File: config.mk
export PLATFORM = sky130hd
export DESIGN_NAME = three_level_priority_queue_scheduler
export DESIGN_NICKNAME = d
export VERILOG_FILES = /design/src/hdl/tlpq_pkg.sv /design/src/hdl/tlpq_ctrl.sv /design/src/hdl/tlpq_datapath.sv /design/src/hdl/three_level_priority_queue_scheduler.sv
export SDC_FILE = /design/constraint.sdc
export NUM_CORES = 2
export LEC_CHECK = 0
export ABC_CLOCK_PERIOD_IN_PS = 5100
export BUFFER_PORTS_ARGS = -buffer_cell sky130_fd_sc_hd__clkbuf_2
export CAP_MARGIN = 20
export CORE_ASPECT_RATIO = 0.8
export CORE_MARGIN = 3
export CORE_UTILIZATION = 40
export CTS_BUF_LIST = sky130_fd_sc_hd__clkbuf_2
export DETAILED_ROUTE_END_ITERATION = 10
export GPL_TIMING_DRIVEN = 0
export PLACE_DENSITY = 0.51
export SLEW_MARGIN = 20
export SYNTH_ARGS = -nofsm -noshare
export SYNTH_HDL_FRONTEND = slang
export SYNTH_HIERARCHICAL = 1
export SYNTH_SLANG_ARGS = --single-unit
File: constraint.sdc
create_clock -name i_clk -period 5.1 [get_ports i_clk]
set_input_delay 0.765 -clock i_clk [delete_from_list [all_inputs] [get_ports i_clk]]
set_output_delay 0.765 -clock i_clk [all_outputs]
set_load 0.01 [all_outputs]
File: src/hdl/tlpq_pkg.sv
package tlpq_pkg;

    localparam int QUEUE_DEPTH_DEF = 16;
    localparam int NUM_QUEUES      = 3;
    localparam int JOB_W           = 16;
    localparam int ENTRY_W         = 2 * JOB_W;

    localparam logic       OP_ADD      = 1'b0;
    localparam logic       OP_DISPATCH = 1'b1;

    localparam logic [2:0] LEVEL_HIGH   = 3'd1;
    localparam logic [2:0] LEVEL_MEDIUM = 3'd2;
    localparam logic [2:0] LEVEL_LOW    = 3'd3;

    localparam logic [1:0] SERVED_NONE   = 2'd0;
    localparam logic [1:0] SERVED_HIGH   = 2'd1;
    localparam logic [1:0] SERVED_MEDIUM = 2'd2;
    localparam logic [1:0] SERVED_LOW    = 2'd3;

    typedef enum logic [2:0] {
        STS_QUEUED     = 3'd0,
        STS_BAD_LEVEL  = 3'd1,
        STS_FULL       = 3'd2,
        STS_DISPATCHED = 3'd3,
        STS_EMPTY      = 3'd4
    } t_status;

    typedef enum logic [1:0] {
        S_IDLE,
        S_READ,
        S_OUT
    } t_state;

    typedef struct packed {
        logic exec;
        logic capture;
    } t_cmd;

    typedef struct packed {
        logic need_read;
    } t_dp_status;

endpackage

File: src/hdl/tlpq_ctrl.sv
module tlpq_ctrl (
    input  logic                   i_clk,
    input  logic                   i_rst_n,
    input  logic                   i_valid,
    output logic                   o_stall,
    output logic                   o_valid,
    input  logic                   i_stall,
    input  tlpq_pkg::t_dp_status   i_dp_status,
    output tlpq_pkg::t_cmd         o_cmd
);

    tlpq_pkg::t_state r_state;
    tlpq_pkg::t_state n_state;

    always_ff @(posedge i_clk) begin
        if (!i_rst_n) begin
            r_state <= tlpq_pkg::S_IDLE;
        end else begin
            r_state <= n_state;
        end
    end

    always_comb begin
        n_state = r_state;
        unique case (r_state)
            tlpq_pkg::S_IDLE: begin
                if (i_valid) begin
                    n_state = i_dp_status.need_read ? tlpq_pkg::S_READ : tlpq_pkg::S_OUT;
                end
            end
            tlpq_pkg::S_READ: begin
                n_state = tlpq_pkg::S_OUT;
            end
            tlpq_pkg::S_OUT: begin
                if (!i_stall) begin
                    n_state = tlpq_pkg::S_IDLE;
                end
            end
            default: begin
                n_state = tlpq_pkg::S_IDLE;
            end
        endcase
    end

    always_comb begin
        o_cmd.exec    = (r_state == tlpq_pkg::S_IDLE) && i_valid;
        o_cmd.capture = (r_state == tlpq_pkg::S_READ);
        o_stall       = (r_state != tlpq_pkg::S_IDLE);
        o_valid       = (r_state == tlpq_pkg::S_OUT);
    end

endmodule

File: src/hdl/tlpq_datapath.sv
module tlpq_datapath #(
    parameter int QUEUE_DEPTH = tlpq_pkg::QUEUE_DEPTH_DEF
) (
    input  logic                          i_clk,
    input  logic                          i_rst_n,
    input  tlpq_pkg::t_cmd                i_cmd,
    output tlpq_pkg::t_dp_status          o_dp_status,
    input  logic                          i_op,
    input  logic [tlpq_pkg::JOB_W-1:0]    i_job_id,
    input  logic [tlpq_pkg::JOB_W-1:0]    i_burst_length,
    input  logic [2:0]                    i_level,
    output logic [2:0]                    o_status,
    output logic [tlpq_pkg::JOB_W-1:0]    o_out_job_id,
    output logic [tlpq_pkg::JOB_W-1:0]    o_out_burst_length,
    output logic [1:0]                    o_out_level
);

    localparam int PW = (QUEUE_DEPTH > 1) ? $clog2(QUEUE_DEPTH) : 1;
    localparam int OW = $clog2(QUEUE_DEPTH + 1);
    localparam int NQ = tlpq_pkg::NUM_QUEUES;

    logic [PW-1:0]               r_rd_ptr  [NQ];
    logic [PW-1:0]               r_wr_ptr  [NQ];
    logic [OW-1:0]               r_occ     [NQ];
    logic [tlpq_pkg::ENTRY_W-1:0] r_rd_data [NQ];

    tlpq_pkg::t_status           r_status;
    logic [tlpq_pkg::JOB_W-1:0]  r_job_id;
    logic [tlpq_pkg::JOB_W-1:0]  r_burst;
    logic [1:0]                  r_level;

    logic [NQ-1:0] w_nonempty;
    logic [NQ-1:0] w_full;
    logic [NQ-1:0] w_add_sel;
    logic [NQ-1:0] w_disp_sel;
    logic [NQ-1:0] w_do_add;
    logic [NQ-1:0] w_do_pop;
    logic          w_level_ok;
    logic [1:0]    w_served;

    always_comb begin
        for (int q = 0; q < NQ; q++) begin
            w_nonempty[q] = (r_occ[q] != '0);
            w_full[q]     = (r_occ[q] == OW'(QUEUE_DEPTH));
        end
        w_add_sel[0]  = (i_level == tlpq_pkg::LEVEL_HIGH);
        w_add_sel[1]  = (i_level == tlpq_pkg::LEVEL_MEDIUM);
        w_add_sel[2]  = (i_level == tlpq_pkg::LEVEL_LOW);
        w_disp_sel[0] = w_nonempty[0];
        w_disp_sel[1] = !w_nonempty[0] && w_nonempty[1];
        w_disp_sel[2] = !w_nonempty[0] && !w_nonempty[1] && w_nonempty[2];
        w_level_ok    = |w_add_sel;
        for (int q = 0; q < NQ; q++) begin
            w_do_add[q] = i_cmd.exec && (i_op == tlpq_pkg::OP_ADD) && w_add_sel[q]
                          && !w_full[q];
            w_do_pop[q] = i_cmd.exec && (i_op == tlpq_pkg::OP_DISPATCH) && w_disp_sel[q];
        end
        priority if (w_disp_sel[0]) begin
            w_served = tlpq_pkg::SERVED_HIGH;
        end else if (w_disp_sel[1]) begin
            w_served = tlpq_pkg::SERVED_MEDIUM;
        end else if (w_disp_sel[2]) begin
            w_served = tlpq_pkg::SERVED_LOW;
        end else begin
            w_served = tlpq_pkg::SERVED_NONE;
        end
        o_dp_status.need_read = (i_op == tlpq_pkg::OP_DISPATCH) && (|w_nonempty);
    end

    for (genvar g = 0; g < NQ; g++) begin : g_queue
        logic [tlpq_pkg::ENTRY_W-1:0] r_mem [QUEUE_DEPTH];

        always_ff @(posedge i_clk) begin
            if (w_do_add[g]) begin
                r_mem[r_wr_ptr[g]] <= {i_job_id, i_burst_length};
            end
            if (w_do_pop[g]) begin
                r_rd_data[g] <= r_mem[r_rd_ptr[g]];
            end
        end

        always_ff @(posedge i_clk) begin
            if (!i_rst_n) begin
                r_rd_ptr[g] <= '0;
                r_wr_ptr[g] <= '0;
                r_occ[g]    <= '0;
            end else begin
                if (w_do_add[g]) begin
                    r_wr_ptr[g] <= (r_wr_ptr[g] == PW'(QUEUE_DEPTH - 1)) ? '0
                                   : r_wr_ptr[g] + PW'(1);
                    r_occ[g]    <= r_occ[g] + OW'(1);
                end
                if (w_do_pop[g]) begin
                    r_rd_ptr[g] <= (r_rd_ptr[g] == PW'(QUEUE_DEPTH - 1)) ? '0
                                   : r_rd_ptr[g] + PW'(1);
                    r_occ[g]    <= r_occ[g] - OW'(1);
                end
            end
        end
    end

    always_ff @(posedge i_clk) begin
        if (i_cmd.exec) begin
            r_job_id <= '0;
            r_burst  <= '0;
            r_level  <= tlpq_pkg::SERVED_NONE;
            if (i_op == tlpq_pkg::OP_ADD) begin
                priority if (!w_level_ok) begin
                    r_status <= tlpq_pkg::STS_BAD_LEVEL;
                end else if (|(w_add_sel & w_full)) begin
                    r_status <= tlpq_pkg::STS_FULL;
                end else begin
                    r_status <= tlpq_pkg::STS_QUEUED;
                end
            end else if (|w_nonempty) begin
                r_status <= tlpq_pkg::STS_DISPATCHED;
                r_level  <= w_served;
            end else begin
                r_status <= tlpq_pkg::STS_EMPTY;
            end
        end else if (i_cmd.capture) begin
            unique case (r_level)
                tlpq_pkg::SERVED_HIGH: begin
                    {r_job_id, r_burst} <= r_rd_data[0];
                end
                tlpq_pkg::SERVED_MEDIUM: begin
                    {r_job_id, r_burst} <= r_rd_data[1];
                end
                default: begin
                    {r_job_id, r_burst} <= r_rd_data[2];
                end
            endcase
        end
    end

    assign o_status           = r_status;
    assign o_out_job_id       = r_job_id;
    assign o_out_burst_length = r_burst;
    assign o_out_level        = r_level;

`ifndef SYNTH
    a_occ_bound: assert property (@(posedge i_clk) disable iff (!i_rst_n)
        (r_occ[0] <= OW'(QUEUE_DEPTH)) && (r_occ[1] <= OW'(QUEUE_DEPTH))
        && (r_occ[2] <= OW'(QUEUE_DEPTH)))
        else $error("queue occupancy beyond depth");

    a_add_high: assert property (@(posedge i_clk) disable iff (!i_rst_n)
        i_cmd.exec && (i_op == tlpq_pkg::OP_ADD) && (i_level == tlpq_pkg::LEVEL_HIGH)
        && !w_full[0] |=> (r_occ[0] == $past(r_occ[0]) + OW'(1))
        && (r_status == tlpq_pkg::STS_QUEUED))
        else $error("high queue add not filed");

    a_idle_stable: assert property (@(posedge i_clk) disable iff (!i_rst_n)
        i_rst_n && !i_cmd.exec |=> $stable(r_occ[0]) && $stable(r_occ[1])
        && $stable(r_occ[2]))
        else $error("occupancy changed without a transaction");

    a_dispatch_level: assert property (@(posedge i_clk) disable iff (!i_rst_n)
        i_cmd.exec && (i_op == tlpq_pkg::OP_DISPATCH) && (|w_nonempty)
        |=> (r_status == tlpq_pkg::STS_DISPATCHED) && (r_level != tlpq_pkg::SERVED_NONE)
        && $onehot($past(w_do_pop)))
        else $error("dispatch did not pop exactly one queue");
`endif

endmodule

File: src/hdl/three_level_priority_queue_scheduler.sv
// An add, or a dispatch that finds every queue empty, loads its result straight into
// the output registers; a dispatch that finds a job goes through the registered read
// of the queue store, then the output load. An output stall holds the result, and the
// controller holds one item at a time, taking no new item until the last is through.
// Reset (synchronous, active low) clears the FSM, pointers and occupancy counts;
// the queue stores are not cleared and are only read after being written.
module three_level_priority_queue_scheduler #(
    parameter int QUEUE_DEPTH = tlpq_pkg::QUEUE_DEPTH_DEF
) (
    input  logic                        i_clk,
    input  logic                        i_rst_n,
    input  logic                        i_valid,
    output logic                        o_stall,
    input  logic                        i_op,
    input  logic [tlpq_pkg::JOB_W-1:0]  i_job_id,
    input  logic [tlpq_pkg::JOB_W-1:0]  i_burst_length,
    input  logic [2:0]                  i_level,
    output logic                        o_valid,
    input  logic                        i_stall,
    output logic [2:0]                  o_status,
    output logic [tlpq_pkg::JOB_W-1:0]  o_out_job_id,
    output logic [tlpq_pkg::JOB_W-1:0]  o_out_burst_length,
    output logic [1:0]                  o_out_level
);

    tlpq_pkg::t_cmd       w_cmd;
    tlpq_pkg::t_dp_status w_dp_status;

    tlpq_ctrl u_ctrl (
        .i_clk       (i_clk),
        .i_rst_n     (i_rst_n),
        .i_valid     (i_valid),
        .o_stall     (o_stall),
        .o_valid     (o_valid),
        .i_stall     (i_stall),
        .i_dp_status (w_dp_status),
        .o_cmd       (w_cmd)
    );

    tlpq_datapath #(
        .QUEUE_DEPTH (QUEUE_DEPTH)
    ) u_datapath (
        .i_clk              (i_clk),
        .i_rst_n            (i_rst_n),
        .i_cmd              (w_cmd),
        .o_dp_status        (w_dp_status),
        .i_op               (i_op),
        .i_job_id           (i_job_id),
        .i_burst_length     (i_burst_length),
        .i_level            (i_level),
        .o_status           (o_status),
        .o_out_job_id       (o_out_job_id),
        .o_out_burst_length (o_out_burst_length),
        .o_out_level        (o_out_level)
    );

endmodule

==> impl_metrics.toml <==
[sta]
max_clock_freq_mhz = 246
finClkSkew_ns = 0.128
setup_total_negative_slack_ns = 0
whs_ns = 0.297
slew_viol_final = 0
rsz0062_at_grt = "no"
period_minus_slack_ns = 4.06
tightest_slew_ns = 1.16
period_share = 0.797
setup_viol = 0
hold_violations = 0
slew_headroom = 0.225

[layout]
area.growth.synth_to_final_pct = 13.2
n_fill_cell = 13900
ff_latch_area_sq_um = 51000
final_nets = 3918
layout-drive-gt1-share = 0.309
multi_input_area_sq_um = 14200

[global_routing]
antenna_found_initial = 24
grt_pass1_wl_um = 254000
grt_pass1_vias = 36200
grt_max_degree = 49
grt_use_total = 0.210
grt_overflow = 0

[placed_design]
gp_congestion = 0.872
io_buffers = 77
place_hpwl_um = 115000

[yosys]
synth_area_leader_cell = "edfxtp_1"
synth_cell_type_count = 64
synth_area_leaders = "edfxtp_1 (76%), mux4_2 (13%), nand2_1 (1.4%), a211oi_1 (1.1%), dfxtp_1 (1.0%)"
syn_inst = 3222
ys_ff_latch = 1710
synth_top_area_frac = 0.761
async_flop_share = 0
netlist_area_sq_um = 66100
syn_nets = 3289
synth-edff-count = 1676
ys_seq_area_frac = 0.771
synth_area_per_cell_sq_um = 20.5
synth_warnings = 6
synth_flop_cell = "edfxtp_1"

[worst_setup_path]
rrSetupSlack_ns = 1.04
reg2reg_depth = 9
critPathMaxFanout = 19
worst_setup_path_start_kind = "register"
r2r-start = "u_ctrl/r_state[0]$_SDFFE_PN0P_"
regToRegEndpoint = "u_datapath/g_queue[0].r_mem[4][6]$_DFFE_PP_"
cp-end-kind = "register"
required_ns = 6.44
cp.arrival_ns = 5.41
crit_type = "register to register"

[floorplan]
start_util = 0.406
core_sq_um = 163000
chipHeight_um = 370
io_pins = 79
dieArea_sq_um = 170000
fp.dieW_um = 461
num_rows = 132

[clock_tree]
clk_pin_slew_worst_paths_ns = 0.09
clock_sinks = 1710
clk-insertion-delay-late_ns = 1.76
clock_path_buffers = 4
cts_max_level = 5
cts_buffers = 420
root_buffer = "clkbuf_2"
cts_tree = "yes"
post_cts_resized = 0

[worst_hold_path]
hold_class = "input pin to register"
worst_hold_path.endpoint = "u_datapath/g_queue[1].r_mem[9][7]$_DFFE_PP_"
min_from = "i_burst_length[7]"
hold-path-cell-count = 2

[route]
vias_per_cell = 5.57
route.vias.total = 35200
postRouteWirelength_um = 178000
wire_per_inst_um = 28.1
drtPass1Iterations = 6
drtIter0Drc = 3603
antenna_left = 0
drc_errors = 0

[power]
p_leak_nw = 24.1
p_per_area_nw_per_um2 = 345
vdd_drop_max_mv = 0.213

[run]
cap_violations = 0

[outcome]
outcome = "finished, final reports clean"
state kept, by name, summed over array words and instances, names as in the netlist:
register                       count
u_datapath/r_occ                  15
u_datapath/o_out_job_id           16
u_datapath/g_queue.r_mem        1536
u_datapath/r_rd_data              96
u_datapath/r_wr_ptr               12
u_datapath/o_status                3
u_ctrl/r_state                     2
u_datapath/r_rd_ptr               12
u_datapath/o_out_burst_length     16
u_datapath/o_out_level             2
metrics by stage:
stage / instance area (sq um) / setup WS (ns) / util / power (W) / std cells
floorplan: 66100 / 0.571 / - / 0.0167 / 3222
finish: 74900 / 1.04 / 0.459 / 0.0258 / 6328
detailed placement: 70500 / 0.758 / 0.433 / 0.0175 / 5502
global route: 74900 / 0.904 / 0.459 / 0.0271 / 6315
CTS: 74800 / 1.15 / 0.459 / 0.0262 / 6300
global placement: 69200 / -2.25 / 0.425 / 0.0175 / 5443
timing repair:
action,4_1_cts,5_1_grt
hold buffers,64,7
endpoints found under the hold margin,1846,147
setup buffers,0,0
how the worst max path moves through the flow:
stage	start	endpoint	slack [ns]
after CTS	u_ctrl/r_state[0]$_SDFFE_PN0P_	u_datapath/g_queue[1].r_mem[2][7]$_DFFE_PP_	1.15
after global placement	i_valid	u_datapath/g_queue[1].r_mem[0][2]$_DFFE_PP_	-2.25
after global routing	u_ctrl/r_state[0]$_SDFFE_PN0P_	u_datapath/g_queue[0].r_mem[5][8]$_DFFE_PP_	0.90
final	u_ctrl/r_state[0]$_SDFFE_PN0P_	u_datapath/g_queue[0].r_mem[4][6]$_DFFE_PP_	1.04
after floorplan	i_valid	u_datapath/g_queue[1].r_mem[0][0]$_DFFE_PP_	0.57
after detailed placement	i_valid	u_datapath/g_queue[1].r_mem[2][2]$_DFFE_PP_	0.76
placed cells by master, fill, tap and decap left out, types with 59 or more instances in the layout:
master,n
a211oi_1,97
clkinv_1,105
dlygate4sd3_1,71
clkbuf_1,101
nand2_1,253
nor2_1,59
mux4_2,384
clkbuf_2,654
nor2b_1,98
a31oi_1,101
edfxtp_1,1676
where the power goes:
part	total, W	internal [W]	switching (W)	leakage [nW]
clock network	0.00863	0.00328	0.00535	2.79
logic	0.00166	0.000553	0.00111	5.95
registers	0.0155	0.0155	0.0000545	15.4
layer usage:
| layer | share of wire | global-route usage |
|---|---|---|
| met4 | 0.016 | 0.0566 |
| met5 | 0.000073 | 0 |
| met1 | 0.44 | 0.305 |
| met2 | 0.46 | 0.320 |
| met3 | 0.082 | 0.0484 |
critical path, stage by stage, from the launching register on:
cell and delay [ns]:
dfxtp_1 0.33, or2_4 0.27, nor2_4 0.18, buf_2 0.33
nand3b_1 0.30, nor3_1 0.38, nand2b_1 0.44, nor3_1 0.63
and2_2 0.57, buf_16 0.23
final cells by class:
class	count	share of cell area
Multi-Input combinational cell	1300	0.190
Tap cell	2144	0.0358
Timing Repair Buffer	207	0.0301
Clock inverter	126	0.00743
Clock buffer	608	0.0406
Inverter	28	0.00142
Buffer	184	0.0127
Sequential cell	1710	0.681
Antenna cell	21	0.000702
kinds of logic after synthesis:
| logic type | share of synthesized area |
|---|---|
| flip-flops | 0.771 |
| AND/OR/NAND/NOR | 0.0397 |
| multiplexers | 0.136 |
| AO/OA/AOI/OAI | 0.0312 |
| buffers and inverters | 0.0160 |
| adder cells (fa/ha/maj) | 0.00522 |
| XOR/XNOR | 0.00119 |
cell usage after synthesis (12+ instances only):
cell and count:
a211oi_1 97, a21oi_1 21, a22oi_1 34, a31oi_1 101, and2_1 23, and3_1 26
buf_1 12, buf_2 25, buf_4 31, buf_6 15, clkbuf_1 101, dfxtp_1 34
edfxtp_1 1676, ha_1 26, inv_1 26, mux2i_1 32, mux4_2 384, nand2_1 253
nand3_1 14, nor2_1 72, nor2b_1 98, nor3_1 12, o21ai_0 43
No activity file was read; power rests on OpenSTA's default activity.
